<file path="config.mk">
export PLATFORM = sky130hd
export DESIGN_NAME = all_pole_iir_filter_top_flat
export DESIGN_NICKNAME = d
export VERILOG_FILES = /design/src/sv/apf_pkg.sv /design/src/sv/apf_if.sv /design/src/sv/apf_datapath.sv /design/src/sv/apf_ctrl.sv /design/src/sv/all_pole_iir_filter_top.sv /design/src/flat_wrapper.sv
export SDC_FILE = /design/constraint.sdc
export NUM_CORES = 2
export LEC_CHECK = 0
export BUFFER_PORTS_ARGS = -buffer_cell sky130_fd_sc_hd__buf_2
export CAP_MARGIN = 20
export CELL_PAD_IN_SITES_DETAIL_PLACEMENT = 1
export CELL_PAD_IN_SITES_GLOBAL_PLACEMENT = 1
export CORE_MARGIN = 2
export CORE_UTILIZATION = 45
export CTS_CLUSTER_DIAMETER = 30
export DETAILED_ROUTE_END_ITERATION = 8
export PLACE_DENSITY = 0.8
export SYNTH_ARGS = -nofsm -noshare
export SYNTH_HDL_FRONTEND = slang
export SYNTH_SLANG_ARGS = --single-unit
</file>
<file path="constraint.sdc">
create_clock -name clk_i -period 13.4 [get_ports clk_i]
set_input_delay 4.02 -clock clk_i [delete_from_list [all_inputs] [get_ports clk_i]]
set_output_delay 4.02 -clock clk_i [all_outputs]
set_load 0.02 [all_outputs]
</file>
<file path="src/sv/apf_pkg.sv">
// Shared types and constants of the all-pole IIR filter.
package apf_pkg;

  // Default and maximum filter order (number of feedback taps).
  localparam int OrderDef  = 6;
  localparam int HistDepth = 6;
  localparam int NumCoef   = 7;

  // Field and register widths.
  localparam int SampleW = 16;
  localparam int CoefW   = 16;
  localparam int CfgIdxW = 3;
  localparam int TapIdxW = 3;

  // Datapath widths: Q22.12 accumulator, rounded dividend magnitude, shifted divisor, quotient.
  localparam int AccW  = 35;
  localparam int RemW  = 34;
  localparam int DvsW  = 32;
  localparam int QuotW = 17;

  // Restoring division: one quotient bit per step, top bit flags overflow.
  localparam int DivSteps = QuotW;
  localparam int DivCntW  = 5;

  // Reset value of the leading coefficient: 1.0 in Q3.12.
  localparam logic signed [CoefW-1:0] CoefLeadRst = 16'sd4096;

  // Saturation limits of the output word.
  localparam logic signed [SampleW-1:0] SampleMax = 16'sh7FFF;
  localparam logic signed [SampleW-1:0] SampleMin = 16'sh8000;

  // Commands from the sequencer to the datapath.
  typedef struct packed {
    logic               load;
    logic               mac;
    logic [TapIdxW-1:0] tap;
    logic               prep;
    logic               div;
    logic               finish;
  } apf_cmd_t;

endpackage

</file>
<file path="src/sv/apf_if.sv">
// Valid/ready channel interfaces for input and result words.
interface apf_in_if;
  logic                                 valid;
  logic                                 ready;
  logic signed [apf_pkg::SampleW-1:0]   sample_in;
  logic                                 segment_start;

  modport source (output valid, sample_in, segment_start, input ready);
  modport sink   (input valid, sample_in, segment_start, output ready);
endinterface

interface apf_out_if;
  logic                                 valid;
  logic                                 ready;
  logic signed [apf_pkg::SampleW-1:0]   sample_out;
  logic                                 saturated;
  logic                                 lead_zero;

  modport source (output valid, sample_out, saturated, lead_zero, input ready);
  modport sink   (input valid, sample_out, saturated, lead_zero, output ready);
endinterface

</file>
<file path="src/sv/apf_datapath.sv">
// Datapath: coefficients, output history, multiply-accumulate, serial divider, output word.
module apf_datapath (
  input  logic                                clk_i,
  input  logic                                rst_ni,
  input  apf_pkg::apf_cmd_t                   cmd_i,
  input  logic signed [apf_pkg::SampleW-1:0]  sample_i,
  input  logic                                start_i,
  input  logic                                cfg_we_i,
  input  logic [apf_pkg::CfgIdxW-1:0]         cfg_idx_i,
  input  logic [apf_pkg::CoefW-1:0]           cfg_data_i,
  output logic signed [apf_pkg::SampleW-1:0]  sample_out_o,
  output logic                                saturated_o,
  output logic                                lead_zero_o
);

  localparam int AccW  = apf_pkg::AccW;
  localparam int RemW  = apf_pkg::RemW;
  localparam int DvsW  = apf_pkg::DvsW;
  localparam int QuotW = apf_pkg::QuotW;
  localparam int SW    = apf_pkg::SampleW;
  localparam int CW    = apf_pkg::CoefW;

  logic signed [CW-1:0]   coef_q [apf_pkg::NumCoef];
  logic signed [SW-1:0]   hist_q [apf_pkg::HistDepth];
  logic signed [AccW-1:0] acc_q, acc_d;
  logic [RemW-1:0]        rem_q, rem_d;
  logic [DvsW-1:0]        dvs_q, dvs_d;
  logic [QuotW-1:0]       quot_q, quot_d;
  logic                   neg_q, neg_d;
  logic signed [SW-1:0]   y_out_q;
  logic                   sat_q, lz_q;

  logic signed [2*CW-1:0] prod;
  logic [AccW-1:0]        acc_mag;
  logic [CW:0]            den_ext;
  logic [CW-1:0]          den;
  logic [RemW-1:0]        dvs_ext;
  logic [SW-1:0]          quot_lo;
  logic                   lead_zero;
  logic                   sat;
  logic signed [SW-1:0]   y_res;
  logic [apf_pkg::TapIdxW-1:0] hist_idx;

  // Coefficient registers, written through the configuration port.
  always_ff @(posedge clk_i or negedge rst_ni) begin
    if (!rst_ni) begin
      coef_q[0] <= apf_pkg::CoefLeadRst;
      for (int i = 1; i < apf_pkg::NumCoef; i++) begin
        coef_q[i] <= '0;
      end
    end else if (cfg_we_i && (32'(cfg_idx_i) < apf_pkg::NumCoef)) begin
      coef_q[cfg_idx_i] <= cfg_data_i;
    end
  end

  // Output history: cleared at a segment start, shifted when a result is issued.
  always_ff @(posedge clk_i or negedge rst_ni) begin
    if (!rst_ni) begin
      for (int i = 0; i < apf_pkg::HistDepth; i++) begin
        hist_q[i] <= '0;
      end
    end else if (cmd_i.load && start_i) begin
      for (int i = 0; i < apf_pkg::HistDepth; i++) begin
        hist_q[i] <= '0;
      end
    end else if (cmd_i.finish) begin
      for (int i = apf_pkg::HistDepth - 1; i > 0; i--) begin
        hist_q[i] <= hist_q[i-1];
      end
      hist_q[0] <= y_res;
    end
  end

  // One feedback product per cycle; tap k uses y[n-k].
  assign hist_idx = cmd_i.tap - apf_pkg::TapIdxW'(1);
  assign prod     = coef_q[cmd_i.tap] * hist_q[hist_idx];

  // Sign handling of numerator and divisor, and rounding offset.
  assign lead_zero = (coef_q[0] == '0);
  assign acc_mag   = acc_q[AccW-1] ? AccW'(-acc_q) : AccW'(acc_q);
  assign den_ext   = coef_q[0][CW-1] ? (CW+1)'(-{coef_q[0][CW-1], coef_q[0]})
                                     : {1'b0, coef_q[0]};
  assign den       = den_ext[CW-1:0];
  assign dvs_ext   = {{(RemW-DvsW){1'b0}}, dvs_q};

  // Accumulator, divider and sign registers.
  always_comb begin
    acc_d  = acc_q;
    rem_d  = rem_q;
    dvs_d  = dvs_q;
    quot_d = quot_q;
    neg_d  = neg_q;
    if (cmd_i.load) begin
      acc_d = {{(AccW-SW-12){sample_i[SW-1]}}, sample_i, 12'b0};
    end else if (cmd_i.mac) begin
      acc_d = acc_q - AccW'(prod);
    end else if (cmd_i.prep) begin
      neg_d  = acc_q[AccW-1] ^ coef_q[0][CW-1];
      rem_d  = acc_mag[RemW-1:0] + RemW'(den >> 1);
      dvs_d  = {den, {(DvsW-CW){1'b0}}};
      quot_d = '0;
    end else if (cmd_i.div) begin
      if (rem_q >= dvs_ext) begin
        rem_d  = rem_q - dvs_ext;
        quot_d = {quot_q[QuotW-2:0], 1'b1};
      end else begin
        quot_d = {quot_q[QuotW-2:0], 1'b0};
      end
      dvs_d = dvs_q >> 1;
    end
  end

  always_ff @(posedge clk_i) begin
    acc_q  <= acc_d;
    rem_q  <= rem_d;
    dvs_q  <= dvs_d;
    quot_q <= quot_d;
    neg_q  <= neg_d;
  end

  // Saturation and sign of the rounded quotient.
  assign quot_lo = quot_q[SW-1:0];
  always_comb begin
    if (neg_q) begin
      sat   = quot_q[QuotW-1] || (quot_lo > 16'd32768);
      y_res = sat ? apf_pkg::SampleMin : SW'(-$signed({1'b0, quot_lo}));
    end else begin
      sat   = quot_q[QuotW-1] || (quot_lo > 16'd32767);
      y_res = sat ? apf_pkg::SampleMax : $signed(quot_lo);
    end
    if (lead_zero) begin
      sat   = 1'b0;
      y_res = '0;
    end
  end

  // Output word register.
  always_ff @(posedge clk_i) begin
    if (cmd_i.finish) begin
      y_out_q <= y_res;
      sat_q   <= sat;
      lz_q    <= lead_zero;
    end
  end

  assign sample_out_o = y_out_q;
  assign saturated_o  = sat_q;
  assign lead_zero_o  = lz_q;

endmodule

</file>
<file path="src/sv/apf_ctrl.sv">
// Sequencer: accepts a word, steps the taps and the divider, issues the result word.
module apf_ctrl #(
  parameter int Order = apf_pkg::OrderDef
) (
  input  logic              clk_i,
  input  logic              rst_ni,
  input  logic              in_valid_i,
  output logic              in_ready_o,
  output logic              out_valid_o,
  input  logic              out_ready_i,
  output apf_pkg::apf_cmd_t cmd_o
);

  typedef enum logic [4:0] {
    StIdle = 5'b00001,
    StMac  = 5'b00010,
    StPrep = 5'b00100,
    StDiv  = 5'b01000,
    StFin  = 5'b10000
  } state_e;

  state_e                        state_q, state_d;
  logic [apf_pkg::TapIdxW-1:0]   tap_q, tap_d;
  logic [apf_pkg::DivCntW-1:0]   div_cnt_q, div_cnt_d;
  logic                          out_valid_q, out_valid_d;
  logic                          accept;
  logic                          finish;

  assign accept = (state_q == StIdle) && in_valid_i;
  assign finish = (state_q == StFin) && (!out_valid_q || out_ready_i);

  // Next state and step counters.
  always_comb begin
    state_d   = state_q;
    tap_d     = tap_q;
    div_cnt_d = div_cnt_q;
    unique case (state_q)
      StIdle: begin
        if (accept) begin
          state_d = StMac;
          tap_d   = apf_pkg::TapIdxW'(1);
        end
      end
      StMac: begin
        if (tap_q == apf_pkg::TapIdxW'(Order)) begin
          state_d = StPrep;
        end else begin
          tap_d = tap_q + apf_pkg::TapIdxW'(1);
        end
      end
      StPrep: begin
        state_d   = StDiv;
        div_cnt_d = '0;
      end
      StDiv: begin
        if (div_cnt_q == apf_pkg::DivCntW'(apf_pkg::DivSteps - 1)) begin
          state_d = StFin;
        end else begin
          div_cnt_d = div_cnt_q + apf_pkg::DivCntW'(1);
        end
      end
      StFin: begin
        if (finish) begin
          state_d = StIdle;
        end
      end
      default: state_d = StIdle;
    endcase
  end

  // Output valid: set when a result is loaded, cleared when it is taken.
  always_comb begin
    priority if (finish) begin
      out_valid_d = 1'b1;
    end else if (out_ready_i) begin
      out_valid_d = 1'b0;
    end else begin
      out_valid_d = out_valid_q;
    end
  end

  always_ff @(posedge clk_i or negedge rst_ni) begin
    if (!rst_ni) begin
      state_q     <= StIdle;
      tap_q       <= '0;
      div_cnt_q   <= '0;
      out_valid_q <= 1'b0;
    end else begin
      state_q     <= state_d;
      tap_q       <= tap_d;
      div_cnt_q   <= div_cnt_d;
      out_valid_q <= out_valid_d;
    end
  end

  // Commands to the datapath.
  always_comb begin
    cmd_o        = '0;
    cmd_o.load   = accept;
    cmd_o.mac    = (state_q == StMac);
    cmd_o.tap    = tap_q;
    cmd_o.prep   = (state_q == StPrep);
    cmd_o.div    = (state_q == StDiv);
    cmd_o.finish = finish;
  end

  assign in_ready_o  = (state_q == StIdle);
  assign out_valid_o = out_valid_q;

endmodule

</file>
<file path="src/sv/all_pole_iir_filter_top.sv">
// Top level of the all-pole IIR (LPC synthesis) filter.
//
// Input channel in_ch carries one excitation word (sample_in, segment_start);
// output channel out_ch returns one filtered word (sample_out, saturated,
// lead_zero) for each input word, in order. Both use valid/ready handshakes.
// Coefficients a0..a6 (Q3.12) are written through cfg_we_i/cfg_idx_i/
// cfg_data_i; index 0 is a0, indexes above 6 are ignored. The user must write
// them only while the filter is idle, which the block itself does not enforce.
// Each word runs through Order multiply-accumulate steps (one tap per cycle
// on a single 16x16 multiplier), a sign/rounding step, 17 restoring divide
// steps by a0 and a result step, which waits while the output register holds
// an untaken word; the input is ready again in the cycle after it completes.
// Results sit in an output register; a stalled receiver holds the finished
// word there while the next input word is already accepted and processed, and
// only the hand-over of the following result waits. Reset clears the history,
// sets a0 to 1.0 and a1..a6 to zero, and leaves no result pending.
module all_pole_iir_filter_top #(
  parameter int Order = apf_pkg::OrderDef
) (
  input  logic                         clk_i,
  input  logic                         rst_ni,
  apf_in_if.sink                       in_ch,
  apf_out_if.source                    out_ch,
  input  logic                         cfg_we_i,
  input  logic [apf_pkg::CfgIdxW-1:0]  cfg_idx_i,
  input  logic [apf_pkg::CoefW-1:0]    cfg_data_i
);

  apf_pkg::apf_cmd_t cmd;

  apf_ctrl #(
    .Order (Order)
  ) u_ctrl (
    .clk_i       (clk_i),
    .rst_ni      (rst_ni),
    .in_valid_i  (in_ch.valid),
    .in_ready_o  (in_ch.ready),
    .out_valid_o (out_ch.valid),
    .out_ready_i (out_ch.ready),
    .cmd_o       (cmd)
  );

  apf_datapath u_datapath (
    .clk_i        (clk_i),
    .rst_ni       (rst_ni),
    .cmd_i        (cmd),
    .sample_i     (in_ch.sample_in),
    .start_i      (in_ch.segment_start),
    .cfg_we_i     (cfg_we_i),
    .cfg_idx_i    (cfg_idx_i),
    .cfg_data_i   (cfg_data_i),
    .sample_out_o (out_ch.sample_out),
    .saturated_o  (out_ch.saturated),
    .lead_zero_o  (out_ch.lead_zero)
  );

  // One word at a time: an accepted word blocks the input until it is done.
  assert property (@(posedge clk_i) disable iff (!rst_ni)
    (in_ch.valid && in_ch.ready) |=> !in_ch.ready)
    else $error("input accepted while a word is in progress");

  // A zero leading coefficient forces a zero, unclipped result.
  assert property (@(posedge clk_i) disable iff (!rst_ni)
    (out_ch.valid && out_ch.lead_zero) |-> (out_ch.sample_out == '0 && !out_ch.saturated))
    else $error("zero a0 result is not zero");

  // A clipped result sits at one of the two range limits.
  assert property (@(posedge clk_i) disable iff (!rst_ni)
    (out_ch.valid && out_ch.saturated) |->
      (out_ch.sample_out == apf_pkg::SampleMax || out_ch.sample_out == apf_pkg::SampleMin))
    else $error("saturated result is not at a range limit");

endmodule
</file>
<file path="src/flat_wrapper.sv">
// flat-port wrapper written by rule: the top's interface ports become plain ports
module all_pole_iir_filter_top_flat 
#(
  parameter int Order = apf_pkg::OrderDef
)
  (clk_i, rst_ni, cfg_we_i, cfg_idx_i, cfg_data_i, in_ch_valid, in_ch_sample_in, in_ch_segment_start, in_ch_ready, out_ch_valid, out_ch_sample_out, out_ch_saturated, out_ch_lead_zero, out_ch_ready);
  apf_in_if in_ch_i ();
  apf_out_if out_ch_i ();
  input  logic clk_i;
  input  logic rst_ni;
  input  logic cfg_we_i;
  input  logic [apf_pkg::CfgIdxW-1:0] cfg_idx_i;
  input  logic [apf_pkg::CoefW-1:0] cfg_data_i;
  input wire logic [$bits(in_ch_i.valid)-1:0] in_ch_valid;
  input wire logic [$bits(in_ch_i.sample_in)-1:0] in_ch_sample_in;
  input wire logic [$bits(in_ch_i.segment_start)-1:0] in_ch_segment_start;
  output wire logic [$bits(in_ch_i.ready)-1:0] in_ch_ready;
  output wire logic [$bits(out_ch_i.valid)-1:0] out_ch_valid;
  output wire logic [$bits(out_ch_i.sample_out)-1:0] out_ch_sample_out;
  output wire logic [$bits(out_ch_i.saturated)-1:0] out_ch_saturated;
  output wire logic [$bits(out_ch_i.lead_zero)-1:0] out_ch_lead_zero;
  input wire logic [$bits(out_ch_i.ready)-1:0] out_ch_ready;
  assign in_ch_i.valid = in_ch_valid;
  assign in_ch_i.sample_in = in_ch_sample_in;
  assign in_ch_i.segment_start = in_ch_segment_start;
  assign in_ch_ready = in_ch_i.ready;
  assign out_ch_valid = out_ch_i.valid;
  assign out_ch_sample_out = out_ch_i.sample_out;
  assign out_ch_saturated = out_ch_i.saturated;
  assign out_ch_lead_zero = out_ch_i.lead_zero;
  assign out_ch_i.ready = out_ch_ready;
  all_pole_iir_filter_top #(.Order(Order)) u_core (.clk_i(clk_i), .rst_ni(rst_ni), .in_ch(in_ch_i), .out_ch(out_ch_i), .cfg_we_i(cfg_we_i), .cfg_idx_i(cfg_idx_i), .cfg_data_i(cfg_data_i));
endmodule
</file>
==> key figures <==
Logic synthesis
  – Distinct cells, synth: 77
  – Seq/Total Area, Yosys: 0.305
  – Ys async rst share: 0.618
  – Post-synth net total: 3617
  – Ys flop type: dfrtp_1
  – EDFF count, synth: 125
  – Post-Syn Instances: 3103
  – Syn Area/Cell: 10.1 µm²
  – Synthesized area: 31300 µm²
  – YS warnings: 0
  – FF+latch count, synth: 359

STA
  – Worst-margin pin slew: 1.18 ns
  – Unrepaired setup endpoints after global routing: false
  – Clock skew: 0.0317 ns
  – Final Critical Period: 9.16 ns
  – Peak Freq: 109 MHz
  – Relative slew slack: 0.214
  – Hold Vio Cnt, Final: 0
  – Setup violators final: 0
  – Crit share post-route: 0.683
  – TNS Setup: 0 ns
  – Pins Over Slew Limit: 0

Finish
  – Most frequent cells in the layout: 484 x inv_1, 320 x fa_1, 294 x nor2_1, 233 x nand2_1, 218 x dfrtp_1
  – Design area: 35500 µm²
  – Syn-to-layout area delta: 13.4%
  – Most common cell after layout, fill and taps aside: inv_1
  – Diodes inserted: 0
  – Fillers: 7494
  – Fin nets: 3674
  – Share of post-route cells with drive strength above 1: 0.130

Detailed routing
  – Wire per inst: 23.0 µm
  – Antenna Nets Post-Route: 0
  – Router iterations before antenna repair: 5
  – Wirelength, routed: 95700 µm
  – Via count: 23.8k
  – First DRT Iteration DRCs: 1725
  – # DRC: 0
  – Via density: 5.72

Place
  – Placed cell area: 32600 µm²
  – HPWL after DPL: 71500 µm
  – GPL Wtd Cong: 0.919
  – Port bufs: 60

Clock tree
  – CTS Buffer Depth: 3
  – CTS clock-pin slew for the worst setup and hold paths: 0.05 ns
  – CTS root buf: clkbuf_16
  – Clock sink count: 359
  – Worst skew pair latency: 0.63 ns
  – Setup repair bufs after CTS: 0
  – CTS tree: yes
  – CTS Hold Bufs: 0
  – Post-CTS Resized: 0
  – H-tree depth: 3
  – Clock buffer count from CTS: 82

Global routing
  – Vias in the first global route: 26.8k
  – Initial antenna violation count: 1
  – Total Routing Usage GR: 0.273
  – Total grt overflow: 0
  – First-pass GRT wire length: 151000 µm
  – Largest net degree at the start of global routing: 140

Setup path
  – R2R cell count: 27
  – R2r setup slk: 4.24 ns
  – Crit Reg-Reg Startpoint: u_core.u_ctrl.tap_q[1]
  – Worst EP required: 13.74 ns
  – Crit end category: flip-flop
  – CP startpoint kind: flip-flop
  – Largest delay share family, worst path: adder cells
  – Crit Path Class: flip-flop to flip-flop
  – Worst path arrival time: 9.50 ns
  – Reg-to-reg endpoint: u_core.u_datapath.acc_q[33]
  – Buffers and inverters on the worst path: 7
  – Slowest stage delay, CP: 0.81 ns
  – Critical path peak fanout: 38
  – Slowest-stage cell, CP: inv_1

Floorplan
  – IO Count: 61
  – Initial Utilization: 0.455
  – Die W: 268 µm
  – Core ar.: 68700 µm²
  – Die Area: 71700 µm²
  – Std cell rows: 96
  – Die Y: 268 µm

Min path
  – Path category of the worst min-delay check: flip-flop to flip-flop
  – Hold Path End: u_core.u_datapath.acc_q[1]
  – Worst Hold Depth: 2
  – Hold Startpoint: u_core.u_datapath.acc_q[1]

Run status
  – Outcome: completed

Job
  – Maxcap violations: 0
[how the worst max path moves through the flow]
stage / from / end / slack, ns / cells past startpoint
6_report: u_core.u_ctrl.tap_q[1] / u_core.u_datapath.acc_q[33] / 4.24 / 27
3_5_place_dp: u_core.u_ctrl.tap_q[1] / u_core.u_datapath.acc_q[33] / 4.35 / 27
5_1_grt: u_core.u_ctrl.tap_q[1] / u_core.u_datapath.acc_q[31] / 3.63 / 27
3_3_place_gp: u_core.u_ctrl.tap_q[1] / u_core.u_datapath.acc_q[31] / 4.63 / 27
2_1_floorplan: u_core.u_ctrl.tap_q[1] / u_core.u_datapath.acc_q[31] / 3.96 / 32
4_1_cts: u_core.u_ctrl.tap_q[1] / u_core.u_datapath.acc_q[33] / 4.21 / 27
[worst register-to-register path: cells and delay by family (launching register included)]
kind                       cells  cell delay [ns]
muxes                          1             0.31
adders and majority gates      7             3.41
buffers and inverters          7             2.10
and+or+nand+nor                4             0.96
AOI/OAI and AO/OA              7             1.61
DFF                            1             0.33
xor gates and xnor gates       1             0.16
[logic make-up after synthesis]
kind of cell / share of synthesized area
AOI/OAI and AO/OA: 0.124
xor gates and xnor gates: 0.0425
adders and majority gates: 0.266
buffers and inverters: 0.0743
DFF: 0.305
muxes: 0.0775
and+or+nand+nor: 0.111
[synth_stat cells, types with 9 or more instances]
| cell type | n | area share |
|---|---|---|
| o31ai_1 | 20 | 0.0048 |
| o21a_1 | 13 | 0.0031 |
| nor4_1 | 12 | 0.0024 |
| dfrtp_1 | 220 | 0.18 |
| ha_1 | 153 | 0.061 |
| nor2b_1 | 14 | 0.0028 |
| clkbuf_1 | 110 | 0.013 |
| dfxtp_1 | 12 | 0.0077 |
| buf_1 | 10 | 0.0012 |
| a31oi_1 | 13 | 0.0026 |
| or3_1 | 10 | 0.0020 |
| or2_2 | 15 | 0.0030 |
| nor3b_1 | 15 | 0.0036 |
| o41ai_1 | 11 | 0.0031 |
| o21ai_0 | 102 | 0.016 |
| inv_1 | 484 | 0.058 |
| nand4_1 | 13 | 0.0026 |
| or4_1 | 14 | 0.0034 |
| a211oi_1 | 21 | 0.0050 |
| mux2i_1 | 43 | 0.014 |
| mux4_2 | 32 | 0.023 |
| edfxtp_1 | 125 | 0.12 |
| a21oi_1 | 121 | 0.019 |
| a22oi_1 | 10 | 0.0024 |
| fa_1 | 320 | 0.20 |
| xnor2_1 | 97 | 0.027 |
| nor3_1 | 31 | 0.0050 |
| nand2_1 | 234 | 0.028 |
| a22o_1 | 103 | 0.029 |
| nand2b_1 | 27 | 0.0054 |
| and2_1 | 18 | 0.0036 |
| a21o_1 | 68 | 0.016 |
| mux2_2 | 113 | 0.041 |
| xor2_1 | 55 | 0.015 |
| nand3_1 | 27 | 0.0043 |
| nor2_1 | 294 | 0.035 |
| and3_1 | 9 | 0.0018 |
[sequential cells by signal (all words and copies together) (netlist names)]
| name | count |
|---|---|
| u_core.u_datapath.saturated_o | 1 |
| u_core.u_datapath.hist_q | 96 |
| u_core.u_datapath.quot_q | 17 |
| u_core.u_datapath.acc_q | 35 |
| u_core.u_ctrl.out_valid_o | 1 |
| u_core.u_datapath.dvs_q | 32 |
| u_core.u_datapath.neg_q | 1 |
| u_core.u_datapath.rem_q | 34 |
| u_core.u_ctrl.div_cnt_q | 5 |
| u_core.u_ctrl.tap_q | 3 |
| u_core.u_ctrl.state_q | 5 |
| u_core.u_datapath.lead_zero_o | 1 |
| u_core.u_datapath.sample_out_o | 16 |
| u_core.u_datapath.coef_q | 112 |
[final cells by class]
type	instances	area (µm²)	area share
clock buffer	105	2220	0.0626
clock inverter	45	564	0.0159
inverter	485	1820	0.0513
multi-input combinational	2132	19500	0.549
sequential	359	9560	0.269
tap	931	1160	0.0328
timing repair buffer	100	673	0.0190
[metal layers]
layer / vias up / track usage / part of all wire
li1: 10537 / - / -
met1: 12304 / 0.339 / 0.41
met2: 703 / 0.471 / 0.49
met3: 220 / 0.0544 / 0.057
met4: 2 / 0.103 / 0.036
met5: - / 0 / 0.00010
[metrics by stage]
stage | hold slack [ns] | std cells | setup slack, ns | utilization
after CTS | 0.500 | 4151 | 4.21 | 0.515
after global placement | 0.458 | 3999 | 4.63 | 0.474
final | 0.498 | 4157 | 4.24 | 0.517
after detailed placement | 0.479 | 4001 | 4.35 | 0.475
after floorplan | 0.444 | 3103 | 3.96 | -
after global routing | 0.510 | 4157 | 3.63 | 0.517
Power is not shown: default switching activity piles up to over one toggle a cycle in this logic, so the estimate is an artifact.
